[src/mqtt_packet_header_parser_defines.svh]
// Assertion macros for the MQTT packet header parser.
`ifndef MQTT_PACKET_HEADER_PARSER_DEFINES_SVH
`define MQTT_PACKET_HEADER_PARSER_DEFINES_SVH

`ifndef ASSERT_OFF
// Check a property at every clock edge outside reset.
`define MQTT_HDR_ASSERT(lbl, prop, msg) \
  lbl: assert property (@(posedge clk) disable iff (!rst_n) prop) else $error(msg);
// Check that a condition never holds outside reset.
`define MQTT_HDR_ASSERT_NEVER(lbl, cond, msg) \
  lbl: assert property (@(posedge clk) disable iff (!rst_n) !(cond)) else $error(msg);
`else
`define MQTT_HDR_ASSERT(lbl, prop, msg)
`define MQTT_HDR_ASSERT_NEVER(lbl, cond, msg)
`endif

`endif

[src/mqtt_hdr_pkg.sv]
// Shared types and codes of the MQTT packet header parser.
package mqtt_hdr_pkg;

  localparam int unsigned MAX_TOPIC_DEF = 256;

  localparam int unsigned LEN_W   = 28;
  localparam int unsigned CLS_W   = 3;
  localparam int unsigned ST_W    = 3;

  localparam logic [CLS_W-1:0] CLS_TYPE    = 3'd0;
  localparam logic [CLS_W-1:0] CLS_LEN     = 3'd1;
  localparam logic [CLS_W-1:0] CLS_TLEN    = 3'd2;
  localparam logic [CLS_W-1:0] CLS_KEPT    = 3'd3;
  localparam logic [CLS_W-1:0] CLS_DROPPED = 3'd4;
  localparam logic [CLS_W-1:0] CLS_ID      = 3'd5;
  localparam logic [CLS_W-1:0] CLS_PAYLOAD = 3'd6;
  localparam logic [CLS_W-1:0] CLS_OTHER   = 3'd7;

  localparam logic [ST_W-1:0] ST_OK       = 3'd0;
  localparam logic [ST_W-1:0] ST_NO_TLEN  = 3'd1;
  localparam logic [ST_W-1:0] ST_OVERRUN  = 3'd2;
  localparam logic [ST_W-1:0] ST_MISS_ID  = 3'd3;
  localparam logic [ST_W-1:0] ST_TRUNC    = 3'd4;
  localparam logic [ST_W-1:0] ST_BAD_LEN  = 3'd5;

  localparam logic [3:0] T_PUBLISH = 4'd3;
  localparam logic [3:0] T_PUBACK  = 4'd4;
  localparam logic [3:0] T_PUBCOMP = 4'd7;
  localparam logic [3:0] T_SUBACK  = 4'd9;

  typedef struct packed {
    logic [7:0] data_byte;
    logic       buffer_end;
  } in_item_t;

  typedef struct packed {
    logic [CLS_W-1:0] byte_class;
    logic [7:0]       byte_value;
    logic [3:0]       packet_type;
    logic [3:0]       packet_flags;
    logic [LEN_W-1:0] remaining_length;
    logic [15:0]      topic_len;
    logic [15:0]      msg_id;
    logic [ST_W-1:0]  status;
    logic             packet_end;
  } out_item_t;

endpackage

[src/mqtt_hdr_core.sv]
// Parse state and per-byte decode of the MQTT packet header parser.
`include "mqtt_packet_header_parser_defines.svh"

module mqtt_hdr_core #(
  parameter int unsigned MAX_TOPIC = mqtt_hdr_pkg::MAX_TOPIC_DEF
) (
  input  logic                   clk,
  input  logic                   rst_n,
  input  logic                   step_en,
  input  mqtt_hdr_pkg::in_item_t item,
  output mqtt_hdr_pkg::out_item_t res
);
  import mqtt_hdr_pkg::*;

  localparam logic [2:0] PH_TYPE    = 3'd0;
  localparam logic [2:0] PH_LEN     = 3'd1;
  localparam logic [2:0] PH_TLEN    = 3'd2;
  localparam logic [2:0] PH_TOPIC   = 3'd3;
  localparam logic [2:0] PH_ID      = 3'd4;
  localparam logic [2:0] PH_PAY     = 3'd5;
  localparam logic [2:0] PH_OTHER   = 3'd6;
  localparam logic [2:0] PH_DISCARD = 3'd7;

  logic [2:0]       phase_r, phase_nxt;
  logic [LEN_W-1:0] acc_r, acc_nxt;
  logic [1:0]       lbc_r, lbc_nxt;
  logic [LEN_W-1:0] bl_r, bl_nxt;
  logic [15:0]      tl_r, tl_nxt;
  logic [15:0]      tc_r, tc_nxt;
  logic [15:0]      pid_r, pid_nxt;
  logic             idc_r, idc_nxt;
  logic [3:0]       type_r, type_nxt;
  logic [3:0]       flags_r, flags_nxt;

  logic [7:0]       b;
  logic             last;
  logic [LEN_W-1:0] bl_dec;
  logic [LEN_W-1:0] len_part;
  logic             id_type;
  logic [2:0]       at_phase;
  logic [ST_W-1:0]  at_st;
  logic [2:0]       nxt;
  logic [CLS_W-1:0] cls;
  logic [ST_W-1:0]  st;
  logic             pend;
  logic             hide_tlen;
  logic             hide_id;

  assign b       = item.data_byte;
  assign last    = item.buffer_end;
  assign bl_dec  = (bl_r != '0) ? bl_r - LEN_W'(1) : bl_r;
  assign id_type = (type_r == T_SUBACK) || (type_r >= T_PUBACK && type_r <= T_PUBCOMP);

  always_comb begin
    case (lbc_r)
      2'd0:    len_part = LEN_W'(b[6:0]);
      2'd1:    len_part = LEN_W'(b[6:0]) << 7;
      2'd2:    len_part = LEN_W'(b[6:0]) << 14;
      default: len_part = LEN_W'(b[6:0]) << 21;
    endcase
  end

  // after the topic: packet id when QoS is set (missing id if under two bytes remain), else payload if bytes remain
  always_comb begin
    at_st = ST_OK;
    if (flags_r[2:1] != 2'b00) begin
      if (bl_dec < LEN_W'(2)) begin
        at_st    = ST_MISS_ID;
        at_phase = (bl_dec == '0) ? PH_TYPE : PH_OTHER;
      end else begin
        at_phase = PH_ID;
      end
    end else begin
      at_phase = (bl_dec == '0) ? PH_TYPE : PH_PAY;
    end
  end

  always_comb begin
    acc_nxt   = acc_r;
    lbc_nxt   = lbc_r;
    bl_nxt    = bl_r;
    tl_nxt    = tl_r;
    tc_nxt    = tc_r;
    pid_nxt   = pid_r;
    idc_nxt   = idc_r;
    type_nxt  = type_r;
    flags_nxt = flags_r;
    cls       = CLS_OTHER;
    st        = ST_OK;
    nxt       = PH_TYPE;
    hide_tlen = 1'b0;
    hide_id   = 1'b0;
    unique case (phase_r) inside
      PH_TYPE: begin
        cls       = CLS_TYPE;
        type_nxt  = b[7:4];
        flags_nxt = b[3:0];
        acc_nxt   = '0;
        lbc_nxt   = '0;
        bl_nxt    = '0;
        tl_nxt    = '0;
        tc_nxt    = '0;
        pid_nxt   = '0;
        idc_nxt   = 1'b0;
        nxt       = PH_LEN;
      end
      PH_LEN: begin
        cls     = CLS_LEN;
        acc_nxt = acc_r | len_part;
        if (b[7]) begin
          if (lbc_r == 2'd3) begin
            st  = ST_BAD_LEN;
            nxt = PH_DISCARD;
          end else begin
            lbc_nxt = lbc_r + 2'd1;
            nxt     = PH_LEN;
          end
        end else begin
          bl_nxt = acc_nxt;
          if (type_r == T_PUBLISH || id_type) begin
            if (acc_nxt < LEN_W'(2)) begin
              st  = (type_r == T_PUBLISH) ? ST_NO_TLEN : ST_MISS_ID;
              nxt = (acc_nxt == '0) ? PH_TYPE : PH_OTHER;
            end else begin
              idc_nxt = 1'b0;
              nxt     = (type_r == T_PUBLISH) ? PH_TLEN : PH_ID;
            end
          end else begin
            nxt = (acc_nxt == '0) ? PH_TYPE : PH_OTHER;
          end
        end
      end
      PH_TLEN: begin
        cls    = CLS_TLEN;
        bl_nxt = bl_dec;
        if (!idc_r) begin
          tl_nxt    = {b, 8'h00};
          idc_nxt   = 1'b1;
          hide_tlen = 1'b1;
          nxt       = PH_TLEN;
        end else begin
          tl_nxt  = tl_r | {8'h00, b};
          idc_nxt = 1'b0;
          if (bl_dec < LEN_W'(tl_nxt)) begin
            st  = ST_OVERRUN;
            nxt = (bl_dec == '0) ? PH_TYPE : PH_OTHER;
          end else if (tl_nxt != '0) begin
            tc_nxt = '0;
            nxt    = PH_TOPIC;
          end else begin
            st  = at_st;
            nxt = at_phase;
          end
        end
      end
      PH_TOPIC: begin
        cls    = ({1'b0, tc_r} < 17'(MAX_TOPIC)) ? CLS_KEPT : CLS_DROPPED;
        bl_nxt = bl_dec;
        tc_nxt = tc_r + 16'd1;
        if (tc_nxt == tl_r) begin
          idc_nxt = 1'b0;
          st      = at_st;
          nxt     = at_phase;
        end else begin
          nxt = PH_TOPIC;
        end
      end
      PH_ID: begin
        cls    = CLS_ID;
        bl_nxt = bl_dec;
        if (!idc_r) begin
          pid_nxt = {b, 8'h00};
          idc_nxt = 1'b1;
          hide_id = 1'b1;
          nxt     = PH_ID;
        end else begin
          pid_nxt = pid_r | {8'h00, b};
          idc_nxt = 1'b0;
          if (bl_dec == '0) begin
            nxt = PH_TYPE;
          end else begin
            nxt = (type_r == T_PUBLISH) ? PH_PAY : PH_OTHER;
          end
        end
      end
      PH_PAY, PH_OTHER: begin
        cls    = (phase_r == PH_PAY) ? CLS_PAYLOAD : CLS_OTHER;
        bl_nxt = bl_dec;
        nxt    = (bl_dec == '0) ? PH_TYPE : phase_r;
      end
      default: begin
        cls = CLS_OTHER;
        nxt = last ? PH_TYPE : PH_DISCARD;
      end
    endcase

    // end the packet when the next phase is the type byte, and at the buffer end
    pend = (nxt == PH_TYPE);
    if (last && nxt != PH_TYPE) begin
      if (st == ST_OK) begin
        st = ST_TRUNC;
      end
      nxt  = PH_TYPE;
      pend = 1'b1;
    end
    phase_nxt = nxt;
  end

  always_comb begin
    res.byte_class       = cls;
    res.byte_value       = b;
    res.packet_type      = type_nxt;
    res.packet_flags     = flags_nxt;
    res.remaining_length = acc_nxt;
    res.topic_len        = hide_tlen ? 16'h0000 : tl_nxt;
    res.msg_id           = hide_id ? 16'h0000 : pid_nxt;
    res.status           = st;
    res.packet_end       = pend;
  end

  always_ff @(posedge clk) begin
    if (!rst_n) begin
      phase_r <= PH_TYPE;
      acc_r   <= '0;
      lbc_r   <= '0;
      bl_r    <= '0;
      tl_r    <= '0;
      tc_r    <= '0;
      pid_r   <= '0;
      idc_r   <= 1'b0;
      type_r  <= '0;
      flags_r <= '0;
    end else if (step_en) begin
      phase_r <= phase_nxt;
      acc_r   <= acc_nxt;
      lbc_r   <= lbc_nxt;
      bl_r    <= bl_nxt;
      tl_r    <= tl_nxt;
      tc_r    <= tc_nxt;
      pid_r   <= pid_nxt;
      idc_r   <= idc_nxt;
      type_r  <= type_nxt;
      flags_r <= flags_nxt;
    end
  end

  `MQTT_HDR_ASSERT(a_end_to_type, step_en && res.packet_end |=> phase_r == PH_TYPE, "end lost")
  `MQTT_HDR_ASSERT(a_mid_packet, step_en && !res.packet_end |=> phase_r != PH_TYPE, "early end")
  `MQTT_HDR_ASSERT(a_topic_cnt, phase_r == PH_TOPIC |-> tc_r < tl_r, "topic count past length")
  `MQTT_HDR_ASSERT_NEVER(a_id_no_bytes, phase_r == PH_ID && bl_r == '0, "id with no bytes left")

endmodule

[src/mqtt_packet_header_parser.sv]
// Top level of the MQTT packet header parser: input register, decode core, result register.
//
// Takes one stream byte per transfer and returns one classified result per byte.
// A byte passes through an input register and is then decoded into the result register;
// a byte is accepted every cycle while the result side does not stall, and its result
// is offered from the result register. The decode is a single pass of the per-byte
// parse state update in the core; a stall on the result side holds the result register
// and, once the input register is full, stalls input.
module mqtt_packet_header_parser #(
  parameter int unsigned MAX_TOPIC = mqtt_hdr_pkg::MAX_TOPIC_DEF
) (
  input  logic                    clk,
  input  logic                    rst_n,
  input  logic                    in_valid,
  output logic                    in_stall,
  input  mqtt_hdr_pkg::in_item_t  in_data,
  output logic                    out_valid,
  input  logic                    out_stall,
  output mqtt_hdr_pkg::out_item_t out_data
);
  import mqtt_hdr_pkg::*;

  logic      s1_valid_r, s1_valid_nxt;
  in_item_t  s1_data_r;
  logic      out_valid_r, out_valid_nxt;
  out_item_t out_data_r;
  out_item_t step_res;
  logic      out_ready;
  logic      step_en;
  logic      in_fire;

  assign out_ready     = !out_valid_r || !out_stall;
  assign step_en       = s1_valid_r && out_ready;
  assign in_stall      = s1_valid_r && !out_ready;
  assign in_fire       = in_valid && !in_stall;
  assign s1_valid_nxt  = in_fire || (s1_valid_r && !step_en);
  assign out_valid_nxt = step_en || (out_valid_r && out_stall);

  mqtt_hdr_core #(
    .MAX_TOPIC (MAX_TOPIC)
  ) u_core (
    .clk     (clk),
    .rst_n   (rst_n),
    .step_en (step_en),
    .item    (s1_data_r),
    .res     (step_res)
  );

  always_ff @(posedge clk) begin
    if (!rst_n) begin
      s1_valid_r  <= 1'b0;
      out_valid_r <= 1'b0;
    end else begin
      s1_valid_r  <= s1_valid_nxt;
      out_valid_r <= out_valid_nxt;
    end
  end

  always_ff @(posedge clk) begin
    if (in_fire) begin
      s1_data_r <= in_data;
    end
    if (step_en) begin
      out_data_r <= step_res;
    end
  end

  assign out_valid = out_valid_r;
  assign out_data  = out_data_r;

endmodule

[config.mk]
export PLATFORM = sky130hd
export DESIGN_NAME = mqtt_packet_header_parser
export DESIGN_NICKNAME = d
export VERILOG_FILES = /design/src/mqtt_hdr_pkg.sv /design/src/mqtt_hdr_core.sv /design/src/mqtt_packet_header_parser.sv
export VERILOG_INCLUDE_DIRS = /design/src /design/src/src
export SDC_FILE = /design/constraint.sdc
export NUM_CORES = 1
export LEC_CHECK = 0
export BUFFER_PORTS_ARGS = -buffer_cell sky130_fd_sc_hd__buf_2
export CORE_MARGIN = 2
export CORE_UTILIZATION = 40
export CTS_CLUSTER_SIZE = 40
export DETAILED_ROUTE_END_ITERATION = 7
export SLEW_MARGIN = 10
export SYNTH_ARGS = -nofsm -noshare
export SYNTH_HDL_FRONTEND = slang
export SYNTH_SLANG_ARGS = --single-unit
[constraint.sdc]
create_clock -name clk -period 4.5 [get_ports clk]
set_input_delay 0.225 -clock clk [delete_from_list [all_inputs] [get_ports clk]]
set_output_delay 0.225 -clock clk [all_outputs]
set_load 0.05 [all_outputs]
==> Yosys cells after proc, flatten, opt, wreduce, memory -nomap -nowiden <==
Index checks and enable logic that the tools add are counted.
{ "word_totals": {"regBits": 212, "latch_bits": 0, "memories": 0, "word_cells": 158, "ramBits": 0, "romBits": 0, "input_bits": 13, "out_inout_bits": 85} }
{ "classes": {"eq_ne": 21, "bitwise_logic": 3, "order_cmp": 6, "muxes": 64, "n_reduce_logical": 38, "div_mod_pow": 0, "shifts": 0, "n_mul": 0, "add_sub_neg": 3} }
{ "op_table": {"columns": ["op", "n"], "rows": [
  ["28-bit case mux with 3 select lines", 2],
  ["3-bit 2-to-1 mux", 30],
  ["16-bit 2-to-1 mux", 5],
  ["16-bit case mux with 2 select lines", 2],
  ["28-bit zero test", 2],
  ["28-bit by 2-bit < comparator with 1-bit output (second input constant)", 2],
  ["28-bit 2-to-1 mux", 2],
  ["28-bit case mux with 2 select lines", 1],
  ["16-bit case mux with 3 select lines", 1],
  ["3-bit case mux with 6 select lines", 2],
  ["16-bit by 8-bit bitwise OR with 16-bit output", 2],
  ["28-bit by 16-bit < comparator with 1-bit output", 1],
  ["28-bit bitwise OR", 1],
  ["28-bit nonzero test", 1],
  ["28-bit by 1-bit subtractor with 28-bit output (second input constant)", 1],
  ["16-bit by 1-bit adder with 16-bit output (second input constant)", 1],
  ["16-bit == test", 1],
  ["16-bit by 9-bit < comparator with 1-bit output (second input constant)", 1],
  ["2-bit != test (second input constant)", 8],
  ["16-bit nonzero test", 1],
  ["2-bit 2-to-1 mux", 6],
  ["3-bit == test (second input constant)", 3],
  ["3-bit zero test", 3],
  ["3-bit case mux with 3 select lines", 1],
  ["other kinds (27)", 55]
]} }

==> Longest topological paths before layout <==
Gate-level depths: netlist (run 1).
{ "logic_depth": {"word_depth": 13, "mapped_depth": 20, "mapped_depth_nobuf": 18} }

==> Hierarchy <==
A second synthesis (run 1) with hierarchy kept.
{ "unflattened": {"hier_cells": 1276, "hier_area_um2": 11344.6} }
{ "modules_own_cells": {"columns": ["module", "seq_area_each_um2", "cells_per_inst", "n_inst", "area_per_inst_um2"], "rows": [
  ["mqtt_hdr_core", 2362.3, 1176, 1, 8498.2],
  ["mqtt_packet_header_parser", 2802.7, 100, 1, 2846.5]
]} }

==> Worst setup path before layout (run 1) <==
No wires, ideal clock.
{ "synth_path": {"kind": "register to register", "start": "register out_valid_r (netlist: out_valid)", "end": "register out_data_r (netlist bit out_data[0]), enable pin", "t_arrival_ns": 3.660, "setup_slack_ns": 0.360, "synth_period_minus_slack_ns": 4.140, "setup_ns": 0.479, "n_path_buf": 2, "path_stages_with_launch": 6, "required_ns": 4.021, "path_cell_list": "dfxtp_1 nand2_1 nand2_1 inv_1 clkbuf_1 clkbuf_1"} }
{ "synth_between": {"elab_chain_cells": 3} }
{ "synth_lines": {"columns": ["item", "line_no", "source"], "rows": [
  ["start: declaration", "mqtt_packet_header_parser.sv:25", "logic out_valid_r, out_valid_nxt;"],
  ["start signal: assignment", "mqtt_packet_header_parser.sv:55", "out_valid_r <= out_valid_nxt;"],
  ["1-bit zero test", "mqtt_packet_header_parser.sv:32", "assign out_ready = !out_valid_r || !out_stall;"],
  ["1-bit logical OR", "mqtt_packet_header_parser.sv:32", null],
  ["1-bit logical AND", "mqtt_packet_header_parser.sv:33", "assign step_en = s1_valid_r && out_ready;"],
  ["named net step_en", "mqtt_packet_header_parser.sv:29", "logic step_en;"],
  ["end signal: assignment", "mqtt_packet_header_parser.sv:64", "out_data_r <= step_res;"],
  ["end: declaration", "mqtt_packet_header_parser.sv:26", "out_item_t out_data_r;"]
]} }
The timed path passes the listed nets, and every way through them passes these cells.
A chain may end at the register's enable or synchronous reset.

==> results by group, run 1 <==
Run status
  • Status: finished clean

Final layout
  • Share of layout cells above drive strength 1: 16.13%
  • N_diodes: 0
  • Fillers: 2729
  • Synth-to-layout area growth: 17.63%
  • Fin util: 48.16%
  • Final std cells w/o fill: 1835
  • Final Net Count: 1474

Clocking
  • Root Driver: clkbuf_16
  • CTS Sinks: 212
  • CTS tree: yes
  • Total CTS buffers: 24
  • Skew-Pair Late Insertion Delay: 0.54 ns
  • CTS clk-pin slew, worst paths: 0.07 ns
  • Clk buf depth: 3
  • H-Tree Depth: 1

Synth
  • Ys Warns: 0
  • Dominant synthesized flop cell: dfxtp_1
  • Netlist cell types: 78
  • EDFF count, synth: 92
  • Syn Std Cell Area: 11470 um^2
  • Post-synthesis sequential area ratio: 45.04%
  • Syn Nets: 1375
  • Ys async rst share: 0%
  • Synth Instances: 1340
  • Synth Register Bits: 212
  • Avg Inst Size Synth: 8.558 um^2

Setup path
  • Length in cells of the worst reg-to-reg path: 15
  • Critical Path Source Type: flop
  • CP Class: reg2reg
  • WP data required: 4.78 ns
  • Critical Path Sink Type: flop
  • CP Data Arrival Time: 4.62 ns
  • Worst-path maximum fanout: 10

Timing
  • # setup viols final: 0
  • Final WS setup: 0.1601 ns
  • Relative slew slack: 25.95%
  • Slew @ Worst Pin: 1.107 ns
  • Crit share post-route: 96.44%
  • Clock skew: 0.01551 ns
  • Max Freq: 0.2304 GHz
  • Min cycle time layout: 4.340 ns
  • Final count of hold timing violations: 0
  • Setup TNS: 0 ns
  • Fin. max-slew vios: 0

Placement
  • Pre-CTS WS: 0.07593 ns
  • RePlAce Congestion: 0.9546
  • Cells after DPL: 1776
  • Port bufs: 97
  • Hpwl dp: 25200 um

Routing
  • Final wirelength: 36080 um
  • First-pass DRT Iterations: 6
  • Vias per cell: 5.712
  • Vias: 10480
  • Starting DRT DRC Count: 925
  • DR DRC count: 0
  • Post-route ant nets: 0
  • Avg WL per Cell: 19.66 um

Flow run
  • Max cap viols: 0

Pwr
  • PD cells: 356.8 nW/um^2
  • Lkg Pwr: 5.160 nW
  • VDD IR max: 0.2536 mV
  • Pwr Total: 0.004813 W

GRT
  • Pin count of the biggest net entering global routing: 83
  • Vias in the first global route: 9600
  • Total GRT Usage: 23.00%
  • First-pass GRT wire length: 55160 um
  • Global route overflow: 0
  • Initial antenna violation count: 0

Floorplanning
  • Die ar.: 30040 um^2
  • Initial core utilization: 40.94%
  • CORE AREA: 28010 um^2
  • DIE WIDTH: 173.3 um
  • Placement Rows: 61
  • I/O pin count: 98
  • Die Span Y: 173.3 um

Min path
  • WHS Path Cells: 3
  • Worst min path class: in2reg
## cell usage in the layout (no fill, tap or decap), types with 25 or more instances in the layout
cell type / n
a21boi_0: 45
a21o_1: 33
a21oi_1: 107
buf_2: 97
buf_4: 57
clkbuf_16: 25
dfxtp_1: 119
edfxtp_1: 92
nand2_1: 205
nand3_1: 34
nor2_1: 143
nor2b_1: 27
nor3_1: 36
o21ai_0: 85
## sequential cells by signal, indices dropped and copies added (netlist names)
name	count
u_core.pid_r	16
out_valid	1
u_core.tc_r	16
u_core.tl_r	16
u_core.flags_r	4
s1_valid_r	1
u_core.type_r	4
s1_data_r	9
u_core.lbc_r	2
out_data	83
u_core.phase_r	3
u_core.idc_r	1
u_core.acc_r	28
u_core.bl_r	28
## cells in the mapped netlist, types with 5 or more instances
| master | n | share of area [%] |
|---|---|---|
| xor2_1 | 9 | 0.69 |
| and2_1 | 6 | 0.33 |
| nor3_1 | 38 | 1.7 |
| a21boi_0 | 45 | 2.9 |
| o31ai_1 | 9 | 0.59 |
| xnor2_1 | 22 | 1.7 |
| nand3_1 | 34 | 1.5 |
| and3_1 | 10 | 0.55 |
| dfxtp_1 | 120 | 21 |
| nor2b_1 | 27 | 1.5 |
| inv_1 | 20 | 0.65 |
| or3_1 | 13 | 0.71 |
| nor2_1 | 143 | 4.7 |
| nand3b_1 | 6 | 0.39 |
| buf_2 | 7 | 0.31 |
| a21o_1 | 33 | 2.2 |
| nor4_2 | 5 | 0.55 |
| a211oi_1 | 7 | 0.46 |
| a2111oi_0 | 5 | 0.38 |
| and4_1 | 5 | 0.38 |
| a31oi_1 | 13 | 0.71 |
| o211a_1 | 8 | 0.70 |
| o21a_1 | 8 | 0.52 |
| or4_1 | 5 | 0.33 |
| nand2_1 | 206 | 6.7 |
| nand4_1 | 16 | 0.87 |
| o21ai_0 | 85 | 3.7 |
| o21ai_1 | 7 | 0.31 |
| o211ai_1 | 9 | 0.59 |
| ha_1 | 22 | 2.4 |
| buf_1 | 7 | 0.23 |
| a21oi_1 | 108 | 4.7 |
| a22oi_1 | 22 | 1.4 |
| edfxtp_1 | 92 | 24 |
| nor4_1 | 13 | 0.71 |
| clkbuf_1 | 78 | 2.6 |
## kinds of logic (layout without fill, tap and decap cells)
kind of cell / count (synthesis) / count (layout) / synth area share [%]
xor+xnor: 31 / 31 / 2.368
flops: 212 / 212 / 45.04
buf+inv: 117 / 234 / 4.037
mux: 4 / 4 / 0.3601
fa+ha+maj: 22 / 22 / 2.400
compound gates: 393 / 393 / 21.89
simple gates: 561 / 561 / 23.91
## power breakdown
group	switching, W	internal (W)
clock network	0.000829	0.00106
logic	0.000542	0.000282
registers	0.0000403	0.00206
total	0.00141	0.00340
## what timing repair did
| item | CTS | global route |
|---|---|---|
| hold buffers | 11 | 0 |
| endpoints found under the setup margin | 0 | 19 |
| setup buffers | 0 | 4 |
| gates resized for setup | 0 | 19 |
| hold endpoints to repair | 11 | 0 |
## through the flow
stage               hold slack [ns]  instance area, um^2
finish                       0.1917                13490
global route                 0.2145                13490
CTS                          0.1772                13370
detailed placement           0.4033                12500
global placement             0.4012                12500
floorplan                    0.3239                11470
## path summary, 6_finish.rpt
check / start / endpoint / slack (ns)
worst min-delay path: rst_n / u_core.tc_r[6] / 0.19
worst max register to register: u_core.bl_r[7] / out_data[3] / 0.16
worst min register to register: u_core.pid_r[5] / u_core.pid_r[5] / 0.46
worst max-delay path: u_core.bl_r[7] / out_data[3] / 0.16
## routing by layer
layer  share of wire [%]  track usage (%)
met2                  46            36.90
met4                 4.9            10.91
met1                  43            30.32
met5                   0                0
met3                 6.1            3.794
## critical path, stage by stage, from the launching register on
cell	delay, ns
dfxtp_1	0.45
nor4_4	0.39
nand4_4	0.25
o21ai_2	0.23
xnor2_1	0.23
ha_1	0.32
a21o_1	0.16
a21o_1	0.17
a2111oi_1	0.41
o41a_1	0.22
o21a_1	0.16
nand4_1	0.17
a31oi_1	0.22
o221ai_1	0.20
a2111oi_2	0.42
a21oi_1	0.08
## layout make-up
| cell class | instances | area [um^2] | share of cell area, % |
|---|---|---|---|
| clock buffers | 32 | 671.9 | 4.981 |
| multi-input cells | 1011 | 5951 | 44.11 |
| clock inverters | 12 | 87.58 | 0.6493 |
| repair buffers | 167 | 1049 | 7.773 |
| well taps | 378 | 473.0 | 3.506 |
| flip-flops and latches | 212 | 5166 | 38.30 |
| inverters | 23 | 91.34 | 0.6771 |
No activity file was read; power rests on OpenSTA's default activity.
==> run 2, diff against run 1 <==
--- a/config.mk
+++ b/config.mk
@@ -11,6 +11,7 @@
 export CORE_UTILIZATION = 40
 export CTS_CLUSTER_SIZE = 40
 export DETAILED_ROUTE_END_ITERATION = 7
+export RECOVER_POWER = 25
 export SLEW_MARGIN = 10
 export SYNTH_ARGS = -nofsm -noshare
 export SYNTH_HDL_FRONTEND = slang
==> results by group, run 2 (synthesis results as in run 1) <==
Timing
  • Crit share post-route: 96.80% (was 96.44%)
  • # setup viols final: 0 (unchanged)
  • Min cycle time layout: 4.356 ns (was 4.340 ns)
  • Clock skew: 0.01593 ns (was 0.01551 ns)
  • Slew @ Worst Pin: 2.216 ns (was 1.107 ns)
  • Final count of hold timing violations: 0 (unchanged)
  • Relative slew slack: -48.56% (was 25.95%)
  • Max Freq: 0.2296 GHz (was 0.2304 GHz)
  • Final WS setup: 0.1438 ns (was 0.1601 ns)
  • Final hold slack: 0.1970 ns (was 0.1917 ns)
  • Fin. max-slew vios: 53 (was 0)

Routing
  • Final wirelength: 36060 um (was 36080 um)
  • Vias: 10420 (was 10480)
  • Starting DRT DRC Count: 1056 (was 925)
  • Vias per cell: 5.676 (was 5.712)
  • DR DRC count: 0 (unchanged)
  • Avg WL per Cell: 19.65 um (was 19.66 um)
  • Post-route ant nets: 0 (unchanged)
  • First-pass DRT Iterations: 6 (unchanged)

Floorplanning
  • DIE WIDTH: 173.3 um (unchanged)
  • I/O pin count: 98 (unchanged)
  • Die ar.: 30040 um^2 (unchanged)
  • Initial core utilization: 40.94% (unchanged)
  • Die Span Y: 173.3 um (unchanged)
  • CORE AREA: 28010 um^2 (unchanged)
  • Placement Rows: 61 (unchanged)

Placement
  • Cells after DPL: 1776 (unchanged)
  • RePlAce Congestion: 0.9546 (unchanged)
  • Hpwl dp: 25200 um (unchanged)
  • Pre-CTS WS: 0.07593 ns (unchanged)
  • Port bufs: 97 (unchanged)
  • Placement Cell Area: 12500 um^2 (unchanged)

Setup path
  • CP Cell Sequence: nor4_4, nand4_4, o21ai_2, xnor2_1, ha_1, a21o_1, a21o_1, a2111oi_1, o41a_1, o21a_1, nand4_1, buf_4, and2_1, a211oi_2, nor3_1, a21o_1 (was nor4_4, nand4_4, o21ai_2, xnor2_1, ha_1, a21o_1, a21o_1, a2111oi_1, o41a_1, o21a_1, nand4_1, a31oi_1, o221ai_1, a2111oi_2, a21oi_1)
  • Worst path most repeated cell: a21o_1 (unchanged)
  • CP Data Arrival Time: 4.65 ns (was 4.62 ns)
  • Critical Path Sink Type: flop (unchanged)
  • Worst-path maximum fanout: 10 (unchanged)
  • CP Class: reg2reg (unchanged)
  • Largest stage delay, worst path: 0.46 ns (was 0.45 ns)
  • WP data required: 4.80 ns (was 4.78 ns)
  • Critical Path Source Type: flop (unchanged)
  • Critical path's slowest cell: dfxtp_1 (unchanged)

Final layout
  • Final Cell Area: 13400 um^2 (was 13490 um^2)
  • Multi-input logic area: 5948 um^2 (was 5951 um^2)
  • FF+latch area: 5166 um^2 (unchanged)
  • Synth-to-layout area growth: 16.82% (was 17.63%)
  • Fillers: 2757 (was 2729)
  • Final Net Count: 1474 (unchanged)
  • N_diodes: 0 (unchanged)
  • Number of flip-flops in the largest register: 83 (unchanged)
  • Share of layout cells above drive strength 1: 12.29% (was 16.13%)
  • Final std cells w/o fill: 1835 (unchanged)
  • Commonest non-fill, non-tap cell in the layout: nand2_1 (unchanged)
  • Most frequent cells in the layout: 206 x nand2_1, 143 x nor2_1, 119 x dfxtp_1 (was 205 x nand2_1, 143 x nor2_1, 119 x dfxtp_1)
  • Fin util: 47.83% (was 48.16%)

Run status
  • Status: complete, but fails checks (was finished clean)
  • Violated checks: capacitance limit, slew limit

Pwr
  • VDD IR max: 0.2524 mV (was 0.2536 mV)
  • Lkg Pwr: 4.986 nW (was 5.160 nW)
  • PD cells: 358.5 nW/um^2 (was 356.8 nW/um^2)

GRT
  • Global route overflow: 0 (unchanged)
  • Initial antenna violation count: 0 (unchanged)
  • Total GRT Usage: 23.00% (unchanged)
  • Vias in the first global route: 9600 (unchanged)
  • Pin count of the biggest net entering global routing: 83 (unchanged)
  • First-pass GRT wire length: 55160 um (unchanged)

Min path
  • Worst min path class: in2reg (unchanged)

Clocking
  • CTS tree: yes (unchanged)
  • Total CTS buffers: 24 (unchanged)
  • CTS clk-pin slew, worst paths: 0.07 ns (about the same)
  • Root Driver: clkbuf_16 (unchanged)
  • CTS Sinks: 212 (unchanged)
  • Clk buf depth: 3 (unchanged)
  • H-Tree Depth: 1 (unchanged)
  • Skew-Pair Late Insertion Delay: 0.54 ns (about the same)

Flow run
  • Max cap viols: 1 (was 0)
[run 2: what timing repair did]
item                                    in CTS  in global routing
endpoints found under the setup margin       0                 19
gates resized for setup                      0                 19
endpoints found under the hold margin       11                  0
hold buffers                                11                  0
setup buffers                                0                  4
[run 2: worst max-delay path, delay by kind of cell, from the launching register on]
kind | cells | cell delay [ns]
flip-flops | 1 | 0.46
adder cells (fa/ha/maj) | 1 | 0.32
AO/OA/AOI/OAI | 8 | 1.82
buffers and inverters | 1 | 0.20
XOR/XNOR | 1 | 0.23
AND/OR/NAND/NOR | 5 | 1.08
[run 2: final timing paths]
check / from / slack [ns] / cells past startpoint / end
setup reg to reg: u_core.bl_r[7] / 0.14 / 16 / out_data[0]
hold reg to reg: u_core.pid_r[5] / 0.46 / 2 / u_core.pid_r[5]
hold / removal: rst_n / 0.20 / 3 / u_core.tc_r[6]
setup / recovery: u_core.bl_r[7] / 0.14 / 16 / out_data[0]
[run 2: power by group]
part | switching (W) | leakage, nW | internal, W
registers | 0.0000405 | 1.86 | 0.00206
clock network | 0.000826 | 0.372 | 0.00106
logic | 0.000540 | 2.75 | 0.000276
[run 2: final cells by class]
type | instances | area share [%]
clock inverter | 12 | 0.6538
multi-input combinational | 1011 | 44.40
tap | 378 | 3.530
timing repair buffer | 167 | 7.182
sequential | 212 | 38.56
clock buffer | 32 | 5.015
inverter | 23 | 0.6538
[run 2: layer usage]
layer	global-route usage [%]	share of wire [%]
met1	30.32	44
met2	36.90	46
met3	3.794	5.7
met4	10.91	4.7
met5	0	0
[run 2: stage by stage]
step	setup TNS, ns	power, W
finish	0	0.004802
global route	-0.05618	0.004971
CTS	0	0.004810
detailed placement	0	0.002915
global placement	0	0.002914
floorplan	0	0.002664
==> run 3, diff against run 2 <==
--- a/config.mk
+++ b/config.mk
@@ -7,6 +7,7 @@
 export NUM_CORES = 1
 export LEC_CHECK = 0
 export BUFFER_PORTS_ARGS = -buffer_cell sky130_fd_sc_hd__buf_2
+export CORE_ASPECT_RATIO = 0.5
 export CORE_MARGIN = 2
 export CORE_UTILIZATION = 40
 export CTS_CLUSTER_SIZE = 40
==> results by group, run 3 (synthesis results as in run 1) <==
Run status
  • Status: complete, but fails checks (unchanged)
  • Violated checks: capacitance limit, slew limit (unchanged)

Floorplanning
  • DIE WIDTH: 243.5 um (was 173.3 um)
  • Die Span Y: 123.7 um (was 173.3 um)
  • Placement Rows: 43 (was 61)
  • CORE AREA: 27920 um^2 (was 28010 um^2)
  • Initial core utilization: 41.07% (was 40.94%)
  • I/O pin count: 98 (unchanged)
  • Die ar.: 30120 um^2 (was 30040 um^2)

Setup path
  • Critical Path Source Type: flop (unchanged)
  • Largest stage delay, worst path: 0.41 ns (was 0.46 ns)
  • Critical Path Sink Type: flop (unchanged)
  • FF-to-FF End: out_data[0] (unchanged)
  • WP data required: 4.79 ns (was 4.80 ns)
  • Critical Path End: out_data[0] (unchanged)
  • CP Class: reg2reg (unchanged)
  • CP Cell Sequence: nor4_4, nand4_2, buf_4, o21ai_1, o31ai_1, o21ai_0, ha_1, a21o_1, a21o_1, a211oi_1, o41a_1, o21a_1, nand4_1, buf_4, and2_1, a211oi_2, nor3_1, a21o_1 (was nor4_4, nand4_4, o21ai_2, xnor2_1, ha_1, a21o_1, a21o_1, a2111oi_1, o41a_1, o21a_1, nand4_1, buf_4, and2_1, a211oi_2, nor3_1, a21o_1)
  • Length in cells of the worst reg-to-reg path: 18 (was 16)
  • Critical path's slowest cell: dfxtp_1 (unchanged)
  • Worst-path maximum fanout: 6 (was 10)
  • Worst reg-to-reg setup slack: 0.19 ns (was 0.14 ns)
  • Worst path most repeated cell: a21o_1 (unchanged)
  • FF-to-FF Start: u_core.bl_r[5] (was u_core.bl_r[7])
  • CP Data Arrival Time: 4.59 ns (was 4.65 ns)
  • Critical path launch point: u_core.bl_r[5] (was u_core.bl_r[7])

Timing
  • Final hold slack: 0.2742 ns (was 0.1970 ns)
  • Clock skew: 0.01330 ns (was 0.01593 ns)
  • Slew @ Worst Pin: 1.514 ns (was 2.216 ns)
  • Final count of hold timing violations: 0 (unchanged)
  • Relative slew slack: -0.9300% (was -48.56%)
  • Crit share post-route: 95.70% (was 96.80%)
  • Max Freq: 0.2322 GHz (was 0.2296 GHz)
  • Min cycle time layout: 4.307 ns (was 4.356 ns)
  • Fin. max-slew vios: 31 (was 53)
  • # setup viols final: 0 (unchanged)

Pwr
  • PD cells: 361.4 nW/um^2 (was 358.5 nW/um^2)
  • Pwr Total: 0.004806 W (was 0.004802 W)
  • Lkg Pwr: 4.909 nW (was 4.986 nW)
  • VDD IR max: 0.2320 mV (was 0.2524 mV)

GRT
  • Global route overflow: 0 (unchanged)
  • Vias in the first global route: 9840 (was 9600)
  • Total GRT Usage: 24.58% (was 23.00%)
  • Pin count of the biggest net entering global routing: 83 (unchanged)
  • Initial antenna violation count: 0 (unchanged)
  • First-pass GRT wire length: 57130 um (was 55160 um)

Final layout
  • Fillers: 2687 (was 2757)
  • N_diodes: 0 (unchanged)
  • Synth-to-layout area growth: 15.95% (was 16.82%)
  • Share of layout cells above drive strength 1: 10.62% (was 12.29%)
  • Most frequent cells in the layout: 206 x nand2_1, 143 x nor2_1, 119 x dfxtp_1 (unchanged)
  • Commonest non-fill, non-tap cell in the layout: nand2_1 (unchanged)
  • Final Cell Area: 13300 um^2 (was 13400 um^2)
  • Number of flip-flops in the largest register: 83 (unchanged)
  • Final Net Count: 1470 (was 1474)

Clocking
  • Clk buf depth: 3 (unchanged)
  • Total CTS buffers: 21 (was 24)
  • Root Driver: clkbuf_16 (unchanged)
  • CTS tree: yes (unchanged)
  • Skew-Pair Late Insertion Delay: 0.53 ns (was 0.54 ns)
  • CTS clk-pin slew, worst paths: 0.07 ns (about the same)
  • H-Tree Depth: 1 (unchanged)
  • CTS Sinks: 212 (unchanged)

Routing
  • Avg WL per Cell: 20.69 um (was 19.65 um)
  • Post-route ant nets: 0 (unchanged)
  • Vias: 10820 (was 10420)
  • DR DRC count: 0 (unchanged)
  • First-pass DRT Iterations: 6 (unchanged)
  • Starting DRT DRC Count: 1326 (was 1056)
  • Final wirelength: 37910 um (was 36060 um)
  • Vias per cell: 5.906 (was 5.676)

Placement
  • Placement Cell Area: 12490 um^2 (was 12500 um^2)
  • Hpwl dp: 26800 um (was 25200 um)
  • RePlAce Congestion: 0.9826 (was 0.9546)
  • Port bufs: 97 (unchanged)

Min path
  • WHS Path Cells: 3 (unchanged)
  • Worst min path class: in2reg (unchanged)

Flow run
  • Max cap viols: 1 (unchanged)
-- run 3: cell count changes in the layout (fill, tap and decap cells not counted), sizes merged --
cell	previous run	this run
buf	100	85
clkinvlp	3	2
bufinv	0	4
clkbuf	88	93
-- run 3: metal layers --
metal / part of all wire, % / up-vias / routed length, um / track usage (%)
met1: 46 / 5245 / 17490 / 35.45
met5: 0 / - / 0 / 0
li1: - / 5040 / - / -
met2: 43 / 465 / 16240 / 36.91
met4: 2.5 / 0 / 950 / 7.247
met3: 8.5 / 70 / 3233 / 5.365
-- run 3: final cells by class --
type                       instances  area (um^2)  share of cell area (%)
sequential                       212         5166                   38.85
timing repair buffer             166        920.9                   6.926
clock buffer                      23        533.0                   4.009
multi-input combinational       1011         5918                   44.51
inverter                          23        87.58                  0.6587
clock inverter                    15        192.7                   1.449
tap                              382        478.0                   3.595
-- run 3: worst max-delay path, delay by kind of cell, from the launching register on --
| family | cells | cell delay, ns |
|---|---|---|
| AOI/OAI and AO/OA | 10 | 1.90 |
| and+or+nand+nor | 5 | 1.01 |
| buffers and inverters | 2 | 0.42 |
| DFF | 1 | 0.41 |
| adders and majority gates | 1 | 0.33 |
-- run 3: how the worst min path moves through the flow --
| stage | start | to | slack, ns |
|---|---|---|---|
| finish | rst_n | u_core.tc_r[14] | 0.27 |
| global placement | in_data[2] | s1_data_r[2] | 0.40 |
| CTS | rst_n | u_core.tc_r[7] | 0.24 |
| floorplan | in_data[0] | s1_data_r[0] | 0.32 |
| global route | rst_n | u_core.tc_r[14] | 0.27 |
| detailed placement | in_data[1] | s1_data_r[1] | 0.40 |
-- run 3: repair_timing --
action | 4_1_cts | 5_1_grt
buffers inserted | 0 | 3
hold buffers | 11 | 0
setup endpoints to repair | 0 | 18
endpoints found under the hold margin | 11 | 0
gates resized for setup | 0 | 14
-- run 3: stage by stage --
stage	setup TNS (ns)	util [%]	std cells	worst slack [ns]
4_1_cts	0	47.74	1829	0.1924
3_5_place_dp	0	44.75	1780	0.2123
3_3_place_gp	0	44.75	1780	0.3141
5_1_grt	-0.008607	47.62	1832	-0.008607
2_1_floorplan	0	-	1340	0.3602
6_report	0	47.62	1832	0.1934
-- run 3: power breakdown --
group	switching, W	internal (W)
sequential	0.0000380	0.00206
clock	0.000790	0.00110
combinational	0.000556	0.000267
total	0.00138	0.00342
